`src/rtl/core/bce_pkg.sv`:
```
package bce_pkg;

    // Counter widths
    localparam int TICK_WIDTH     = 16;
    localparam int DEBOUNCE_WIDTH = 8;

    // Register field widths
    localparam int DBT_W = 8;
    localparam int LPT_W = 16;
    localparam int DCT_W = 16;

    // Compare widths, wide enough for both sides of each compare
    localparam int DCMP_W = (DEBOUNCE_WIDTH > DBT_W) ? DEBOUNCE_WIDTH : DBT_W;
    localparam int LCMP_W = (TICK_WIDTH > LPT_W) ? TICK_WIDTH : LPT_W;
    localparam int WCMP_W = (TICK_WIDTH > DCT_W) ? TICK_WIDTH : DCT_W;

    localparam logic [TICK_WIDTH-1:0]     TICK_MAX = '1;
    localparam logic [DEBOUNCE_WIDTH-1:0] DBC_MAX  = '1;

    localparam logic [1:0] MAX_PRESSES = 2'd2;

    // APB
    localparam int APB_AW = 4;
    localparam int APB_DW = 32;

    // Register indexes (paddr[3:2])
    localparam logic [1:0] REG_PRESS_LEVEL    = 2'd0;
    localparam logic [1:0] REG_DEBOUNCE_TICKS = 2'd1;
    localparam logic [1:0] REG_LONG_PRESS     = 2'd2;
    localparam logic [1:0] REG_DOUBLE_CLICK   = 2'd3;

    // Reset values
    localparam logic             RST_PRESS_LEVEL  = 1'b0;
    localparam logic [DBT_W-1:0] RST_DEBOUNCE     = 8'd3;
    localparam logic [LPT_W-1:0] RST_LONG_PRESS   = 16'd100;
    localparam logic [DCT_W-1:0] RST_DOUBLE_CLICK = 16'd30;

    // Event and reported state share one code set
    typedef enum logic [1:0] {
        EV_NONE   = 2'd0,
        EV_CLICK  = 2'd1,
        EV_DOUBLE = 2'd2,
        EV_LONG   = 2'd3
    } t_event;

    typedef enum logic [3:0] {
        PH_IDLE      = 4'b0001,
        PH_PRESSED   = 4'b0010,
        PH_REL_WAIT  = 4'b0100,
        PH_LONG_WAIT = 4'b1000
    } t_phase;

endpackage

```
`src/rtl/core/bce_in_if.sv`:
```
interface bce_in_if;
    logic valid;
    logic ready;
    logic sample_level;

    modport source (output valid, output sample_level, input ready);
    modport sink   (input valid, input sample_level, output ready);
endinterface

```
`src/rtl/core/bce_out_if.sv`:
```
interface bce_out_if;
    logic       valid;
    logic       ready;
    logic [1:0] event_res;
    logic [1:0] button_state;

    modport source (output valid, output event_res, output button_state, input ready);
    modport sink   (input valid, input event_res, input button_state, output ready);
endinterface

```
`src/rtl/core/button_click_event_detector.sv`:
```
// Button click event detector.
// i_sample (sink): one transaction per tick carrying the raw button level.
// o_result (source): one transaction per input, carrying event_res
//   (none / click / double / long) and the sticky button_state.
// APB port (psel .. prdata) holds press_level, debounce_ticks,
//   long_press_ticks and double_click_ticks at byte addresses 0, 4, 8, 12.
//   Write only while idle; pready is tied high, reads return the register.
// Latency: the result appears on o_result the cycle after the input is
//   accepted. Throughput: one tick per cycle; the whole update is one pass
//   of compare/increment logic into the state and result registers.
// Stall: the result register holds until taken; while it is full and not
//   being taken, i_sample.ready is low. A result taken in the same cycle
//   frees the slot, so streaming continues with no bubble.
// Reset (synchronous, active low): registers return to their defaults,
//   the debounced level to "released", phase to idle, counters to zero,
//   and the result register empties.
module button_click_event_detector
    import bce_pkg::*;
(
    input  logic              i_clk,
    input  logic              i_rst_n,
    bce_in_if.sink            i_sample,
    bce_out_if.source         o_result,
    input  logic              psel,
    input  logic              penable,
    input  logic              pwrite,
    input  logic [APB_AW-1:0] paddr,
    input  logic [APB_DW-1:0] pwdata,
    output logic [APB_DW-1:0] prdata,
    output logic              pready
);

    // Configuration registers
    logic             r_active;
    logic [DBT_W-1:0] r_dbt;
    logic [LPT_W-1:0] r_lpt;
    logic [DCT_W-1:0] r_dct;

    // Detector state
    logic                      r_stable, n_stable;
    logic [DEBOUNCE_WIDTH-1:0] r_dcnt, n_dcnt;
    t_phase                    r_phase, n_phase;
    logic [TICK_WIDTH-1:0]     r_tick, n_tick;
    logic [1:0]                r_press, n_press;
    t_event                    r_rstate, n_rstate;
    t_event                    n_event;

    // Result register
    logic   r_out_valid;
    t_event r_event;
    t_event r_bstate;

    logic                      acc;
    logic                      cfg_wr;
    logic                      pressed;
    logic [DEBOUNCE_WIDTH-1:0] dcnt_inc;
    logic [TICK_WIDTH-1:0]     tick_inc;

    assign i_sample.ready = !r_out_valid || o_result.ready;
    assign acc            = i_sample.valid && i_sample.ready;

    // ---------------- configuration port ----------------
    assign pready = 1'b1;
    assign cfg_wr = psel && penable && pwrite;

    always_ff @(posedge i_clk) begin
        if (!i_rst_n) begin
            r_active <= RST_PRESS_LEVEL;
            r_dbt    <= RST_DEBOUNCE;
            r_lpt    <= RST_LONG_PRESS;
            r_dct    <= RST_DOUBLE_CLICK;
        end else if (cfg_wr) begin
            case (paddr[3:2])
                REG_PRESS_LEVEL:    r_active <= pwdata[0];
                REG_DEBOUNCE_TICKS: r_dbt    <= pwdata[DBT_W-1:0];
                REG_LONG_PRESS:     r_lpt    <= pwdata[LPT_W-1:0];
                REG_DOUBLE_CLICK:   r_dct    <= pwdata[DCT_W-1:0];
                default: ;
            endcase
        end
    end

    always_comb begin
        case (paddr[3:2])
            REG_PRESS_LEVEL:    prdata = APB_DW'(r_active);
            REG_DEBOUNCE_TICKS: prdata = APB_DW'(r_dbt);
            REG_LONG_PRESS:     prdata = APB_DW'(r_lpt);
            REG_DOUBLE_CLICK:   prdata = APB_DW'(r_dct);
            default:            prdata = '0;
        endcase
    end

    // ---------------- per-tick update ----------------
    // Saturating increments
    assign tick_inc = (r_tick != TICK_MAX) ? r_tick + 1'b1 : r_tick;
    assign dcnt_inc = (r_dcnt != DBC_MAX) ? r_dcnt + 1'b1 : r_dcnt;

    always_comb begin
        n_stable = r_stable;
        n_dcnt   = r_dcnt;
        n_phase  = r_phase;
        n_tick   = r_tick;
        n_press  = r_press;
        n_rstate = r_rstate;
        n_event  = EV_NONE;

        // tick counter runs outside idle
        if (r_phase != PH_IDLE) begin
            n_tick = tick_inc;
        end

        // debounce: adopt a differing level once it has persisted long enough
        if (r_stable != i_sample.sample_level) begin
            if (DCMP_W'(dcnt_inc) >= DCMP_W'(r_dbt)) begin
                n_stable = i_sample.sample_level;
                n_dcnt   = '0;
            end else begin
                n_dcnt = dcnt_inc;
            end
        end else begin
            n_dcnt = '0;
        end

        pressed = (n_stable == r_active);

        case (r_phase)
            PH_IDLE: begin
                if (pressed) begin
                    n_phase = PH_PRESSED;
                    n_tick  = '0;
                    n_press = 2'd1;
                end else begin
                    n_rstate = EV_NONE;
                end
            end
            PH_PRESSED: begin
                if (!pressed) begin
                    n_tick  = '0;
                    n_phase = PH_REL_WAIT;
                end else if (LCMP_W'(n_tick) >= LCMP_W'(r_lpt)) begin
                    n_rstate = EV_LONG;
                    n_event  = EV_LONG;
                    n_tick   = '0;
                    n_press  = '0;
                    n_phase  = PH_LONG_WAIT;
                end
            end
            PH_REL_WAIT: begin
                // window closed: report what was collected
                if (WCMP_W'(n_tick) > WCMP_W'(r_dct)) begin
                    if (r_press == 2'd1) begin
                        n_rstate = EV_CLICK;
                        n_event  = EV_CLICK;
                    end else if (r_press == MAX_PRESSES) begin
                        n_rstate = EV_DOUBLE;
                        n_event  = EV_DOUBLE;
                    end
                    n_phase = PH_IDLE;
                    n_press = '0;
                end else if (pressed) begin
                    if (r_press < MAX_PRESSES) begin
                        n_press = r_press + 1'b1;
                    end
                    n_phase = PH_PRESSED;
                    n_tick  = '0;
                end
            end
            PH_LONG_WAIT: begin
                // wait for release after a long press
                if (!pressed) begin
                    n_phase = PH_IDLE;
                    n_press = '0;
                    n_tick  = '0;
                end
            end
            default: begin
                n_phase = PH_IDLE;
            end
        endcase
    end

    always_ff @(posedge i_clk) begin
        if (!i_rst_n) begin
            r_stable <= ~RST_PRESS_LEVEL;
            r_dcnt   <= '0;
            r_phase  <= PH_IDLE;
            r_tick   <= '0;
            r_press  <= '0;
            r_rstate <= EV_NONE;
        end else if (acc) begin
            r_stable <= n_stable;
            r_dcnt   <= n_dcnt;
            r_phase  <= n_phase;
            r_tick   <= n_tick;
            r_press  <= n_press;
            r_rstate <= n_rstate;
        end
    end

    // ---------------- result register ----------------
    always_ff @(posedge i_clk) begin
        if (!i_rst_n) begin
            r_out_valid <= 1'b0;
        end else if (acc) begin
            r_out_valid <= 1'b1;
        end else if (o_result.ready) begin
            r_out_valid <= 1'b0;
        end
    end

    always_ff @(posedge i_clk) begin
        if (acc) begin
            r_event  <= n_event;
            r_bstate <= n_rstate;
        end
    end

    assign o_result.valid        = r_out_valid;
    assign o_result.event_res    = r_event;
    assign o_result.button_state = r_bstate;

    // ---------------- assertions ----------------
    a_long_enters_wait: assert property (@(posedge i_clk) disable iff (!i_rst_n)
        (acc && n_event == EV_LONG) |=> (r_phase == PH_LONG_WAIT))
        else $error("long press did not enter long-wait phase");

    a_event_sets_state: assert property (@(posedge i_clk) disable iff (!i_rst_n)
        (r_out_valid && r_event != EV_NONE) |-> (r_bstate == r_event))
        else $error("reported event does not match sticky state");

    a_long_wait_no_press: assert property (@(posedge i_clk) disable iff (!i_rst_n)
        (r_phase == PH_LONG_WAIT) |-> (r_press == 2'd0))
        else $error("press count nonzero in long-wait phase");

    a_press_capped: assert property (@(posedge i_clk) disable iff (!i_rst_n)
        r_press <= MAX_PRESSES)
        else $error("press count above cap");

    a_accept_fills_result: assert property (@(posedge i_clk) disable iff (!i_rst_n)
        acc |=> r_out_valid)
        else $error("accepted tick produced no result");

endmodule

```
`src/flat_wrapper.sv`:
```
// flat-port wrapper written by rule: the top's interface ports become plain ports
module button_click_event_detector_flat import bce_pkg::*;
  (i_clk, i_rst_n, psel, penable, pwrite, paddr, pwdata, prdata, pready, i_sample_valid, i_sample_sample_level, i_sample_ready, o_result_valid, o_result_event_res, o_result_button_state, o_result_ready);
  bce_in_if i_sample_i ();
  bce_out_if o_result_i ();
  input  logic i_clk;
  input  logic i_rst_n;
  input  logic psel;
  input  logic penable;
  input  logic pwrite;
  input  logic [APB_AW-1:0] paddr;
  input  logic [APB_DW-1:0] pwdata;
  output logic [APB_DW-1:0] prdata;
  output logic pready;
  input wire logic [$bits(i_sample_i.valid)-1:0] i_sample_valid;
  input wire logic [$bits(i_sample_i.sample_level)-1:0] i_sample_sample_level;
  output wire logic [$bits(i_sample_i.ready)-1:0] i_sample_ready;
  output wire logic [$bits(o_result_i.valid)-1:0] o_result_valid;
  output wire logic [$bits(o_result_i.event_res)-1:0] o_result_event_res;
  output wire logic [$bits(o_result_i.button_state)-1:0] o_result_button_state;
  input wire logic [$bits(o_result_i.ready)-1:0] o_result_ready;
  assign i_sample_i.valid = i_sample_valid;
  assign i_sample_i.sample_level = i_sample_sample_level;
  assign i_sample_ready = i_sample_i.ready;
  assign o_result_valid = o_result_i.valid;
  assign o_result_event_res = o_result_i.event_res;
  assign o_result_button_state = o_result_i.button_state;
  assign o_result_i.ready = o_result_ready;
  button_click_event_detector u_core (.i_clk(i_clk), .i_rst_n(i_rst_n), .i_sample(i_sample_i), .o_result(o_result_i), .psel(psel), .penable(penable), .pwrite(pwrite), .paddr(paddr), .pwdata(pwdata), .prdata(prdata), .pready(pready));
endmodule
```
`config.mk`:
```
export PLATFORM = sky130hd
export DESIGN_NAME = button_click_event_detector_flat
export DESIGN_NICKNAME = d
export VERILOG_FILES = /design/src/rtl/core/bce_pkg.sv /design/src/rtl/core/bce_in_if.sv /design/src/rtl/core/bce_out_if.sv /design/src/rtl/core/button_click_event_detector.sv /design/src/flat_wrapper.sv
export SDC_FILE = /design/constraint.sdc
export NUM_CORES = 1
export LEC_CHECK = 0
export BUFFER_PORTS_ARGS = -buffer_cell sky130_fd_sc_hd__buf_2
export CORE_MARGIN = 2
export CORE_UTILIZATION = 25
export CTS_CLUSTER_DIAMETER = 150
export DETAILED_ROUTE_END_ITERATION = 8
export PLACE_DENSITY = 0.4
export SYNTH_ARGS = -nofsm -noshare
export SYNTH_HDL_FRONTEND = slang
export SYNTH_SLANG_ARGS = --single-unit
export TNS_END_PERCENT = 30
```
`constraint.sdc`:
```
create_clock -name i_clk -period 4.2 [get_ports i_clk]
set_input_delay 0.63 -clock i_clk [delete_from_list [all_inputs] [get_ports i_clk]]
set_output_delay 0.63 -clock i_clk [all_outputs]
set_load 0.02 [all_outputs]
```
==> flow_summary.json <==
{
  "io_buffers": 47,
  "finalSetupTns_ps": 0,
  "synth.distinct_cells": 69,
  "cts_tree": "yes",
  "gp_congestion": 0.7486,
  "r2r-end": "u_core.r_press[0]",
  "antenna_found_initial": 0,
  "clk_latency_ps": 340,
  "hold_path_depth": 2,
  "critical_path_class": "reg2reg",
  "fin_worst_skew_ps": 10.66,
  "initial_utilization_pct": 25.49,
  "fin_ws_ps": 234.3,
  "dp_hpwl_mm": 11.36,
  "synthCells": 674,
  "synth_top_area_share_pct": 29.01,
  "slowest_delay_ps": 500,
  "critPathBufInv": 1,
  "hp-class": "reg2reg",
  "cp_slowest_cell": "dfxtp_1",
  "worstRegToRegCells": 16,
  "ctsHtreeMaxLevel": 3,
  "dr_total_vias": 4746,
  "dieWidth_microns": 147.9,
  "regToRegSetupSlack_ps": 230,
  "synth_edf_count": 4,
  "cp_top_family": "compound AO/OA/AOI/OAI gates",
  "min_to": "u_core.r_tick[10]",
  "syn_area_sq_mm": 0.005175,
  "yosysWarningCount": 0,
  "rows": 52,
  "avgSynthCellArea_sq_um": 7.678,
  "clk_pin_slew_worst_paths_ps": 60,
  "ys_ff_latch": 79,
  "worstPathMaxFanout": 9,
  "grt_max_degree": 42,
  "max_cap_violations": 0,
  "peakVddDrop_mv": 0.1941,
  "pre_cts_slack_ps": 111.3,
  "max_freq_mhz": 252.2,
  "fin_crit_sh_pct": 94.42,
  "wl_per_cell_microns": 14.74,
  "grt_use_total_pct": 13.91,
  "nets": 821,
  "period_minus_slack_ps": 3966,
  "die_height_microns": 147.9,
  "clock_path_buffers": 2,
  "drive_gt1_share_pct": 16.28,
  "crit_chain": "nand3b_1 -> nand2_1 -> nor3_1 -> buf_4 -> nand2_1 -> a31oi_1 -> nor2_2 -> ha_1 -> nand4_1 -> or3_1 -> a21o_1 -> a31oi_4 -> nor2_1 -> o32a_2 -> a21o_1 -> a221oi_2",
  "ys_seq_area_share_pct": 31.33,
  "outcome": "completed",
  "post-synth-top-count-cell": "nand2_1",
  "timing.slew.headroom_pct": 21.56,
  "setup_viol": 0,
  "tightest_slew_ps": 1160,
  "worstPathArrival_ps": 4220,
  "cp-end-kind": "flip-flop",
  "rr_startpoint": "u_core.r_phase[3]",
  "first_iter_violations": 281,
  "hold_buffers": 0,
  "dieArea_sq_mm": 0.02187,
  "grt_pass1_vias": 4560,
  "coreArea_sq_mm": 0.02030,
  "via_per_inst": 4.713,
  "diodes": 0,
  "placedCellCount": 990,
  "power.density_mw_per_mm2": 307.0,
  "worstHoldStart": "u_core.r_tick[10]",
  "hold_slack_ps": 448.2,
  "drc_errors": 0,
  "drt-pass1-iter-count": 6,
  "grt_first_pass_wirelength_mm": 24.01,
  "drt.antenna.violating_nets": 0,
  "final_hold_viol_count": 0,
  "crit_required_ps": 4460,
  "synthArstFlopShare_pct": 0,
  "root_buffer": "clkbuf_16",
  "cp-start-kind": "flip-flop",
  "p_total_mw": 1.879,
  "clock-sinks": 79,
  "netlist_top_cells_count": "nand2_1, dfxtp_1, a21oi_1, inv_1, ha_1",
  "ios": 83,
  "fin_cells": 1007,
  "rsz0062_at_grt": "false",
  "dpl_cell_area_sq_mm": 0.005768,
  "slew_viol_final": 0,
  "yosys_most_used_dff": "dfxtp_1",
  "final_util_pct": 30.15,
  "numCtsBuffers": 9,
  "final_area_sq_mm": 0.006121,
  "yosys.area.top_type": "dfxtp_1",
  "p_leak_nw": 2.477,
  "synthTopCellsByArea": "dfxtp_1, ha_1, nand2_1",
  "overflow": 0,
  "wl_mm": 14.85,
  "area_growth_pct": 18.28
}
-- flip-flops by register name, indices dropped and copies added (netlist names) --
| name | count |
|---|---|
| u_core.r_dct | 16 |
| u_core.r_lpt | 16 |
| u_core.r_tick | 16 |
| u_core.r_dbt | 8 |
| u_core.r_dcnt | 8 |
| u_core.r_phase | 4 |
| u_core.o_result.button_state | 2 |
| u_core.o_result.event_res | 2 |
| u_core.r_press | 2 |
| u_core.r_rstate | 2 |
| u_core.o_result.valid | 1 |
| u_core.r_active | 1 |
| u_core.r_stable | 1 |
-- cell type report --
cell class | instances | area [sq um]
fillers | 2265 | 14180
multi-input cells | 517 | 3199
flip-flops and latches | 79 | 1627
repair buffers | 75 | 457.9
well taps | 270 | 337.8
clock buffers | 14 | 274.0
inverters | 50 | 187.7
clock inverters | 2 | 37.54
-- where the power goes --
part	switching, mW	internal (mW)
logic	0.173	0.0963
registers	0.0113	0.771
clock network	0.317	0.510
-- worst min-delay path, delay by kind of cell (launching register included) --
kind	cells	cell delay, ps
AOI/OAI and AO/OA	1	50
DFF	1	300
and+or+nand+nor	1	50
-- cell families (layout without fill, tap and decap cells) --
family	after synthesis	after routing	synth area share [%]
flops	79	79	31.33
other cells	2	17	0.1451
buf+inv	93	141	8.486
compound gates	150	150	18.91
mux	11	11	2.394
simple gates	270	270	23.79
fa+ha+maj	45	45	10.88
xor+xnor	24	24	4.062
-- routing by layer --
metal  GRT usage, %  share of wire, %  vias to the layer above
met5              0                 0                        -
met4          3.190               1.0                        0
met3          2.716               3.8                       11
met2          23.19                47                       90
met1          18.65                48                     2234
li1               -                 -                     2411
-- timing repair --
| item | 4_1_cts | 5_1_grt |
|---|---|---|
| resized for setup | 0 | 13 |
| buffers inserted | 0 | 1 |
| endpoints found under the setup margin | 0 | 24 |
-- worst max-delay path by stage --
| stage | depth (start not counted) | to | slack [ps] | startpoint |
|---|---|---|---|---|
| after global placement | 17 | u_core.r_press[0] | 50 | u_core.r_tick[0] |
| after CTS | 17 | u_core.r_press[0] | 50 | u_core.r_tick[0] |
| final | 16 | u_core.r_press[0] | 230 | u_core.r_phase[3] |
| after global routing | 17 | u_core.r_press[0] | 10 | u_core.r_tick[1] |
| after floorplan | 16 | u_core.r_press[0] | 460 | u_core.r_tick[6] |
| after detailed placement | 17 | u_core.r_press[0] | 110 | u_core.r_tick[0] |
-- cells in the final DEF (no fill, tap or decap), types with 10 or more instances in the layout --
master / netlist / routed
a21oi_1: 62 / 61
buf_2: 1 / 47
buf_4: 17 / 27
conb_1: 2 / 17
dfxtp_1: 75 / 71
ha_1: 45 / 45
inv_1: 50 / 50
nand2_1: 143 / 142
nand3_1: 12 / 12
nand4_1: 14 / 14
nor2_1: 44 / 41
nor2b_1: 10 / 10
o211ai_1: 13 / 13
o21ai_0: 16 / 16
o21ai_1: 10 / 10
xnor2_1: 18 / 18
Power figures use the tool's default switching activity.
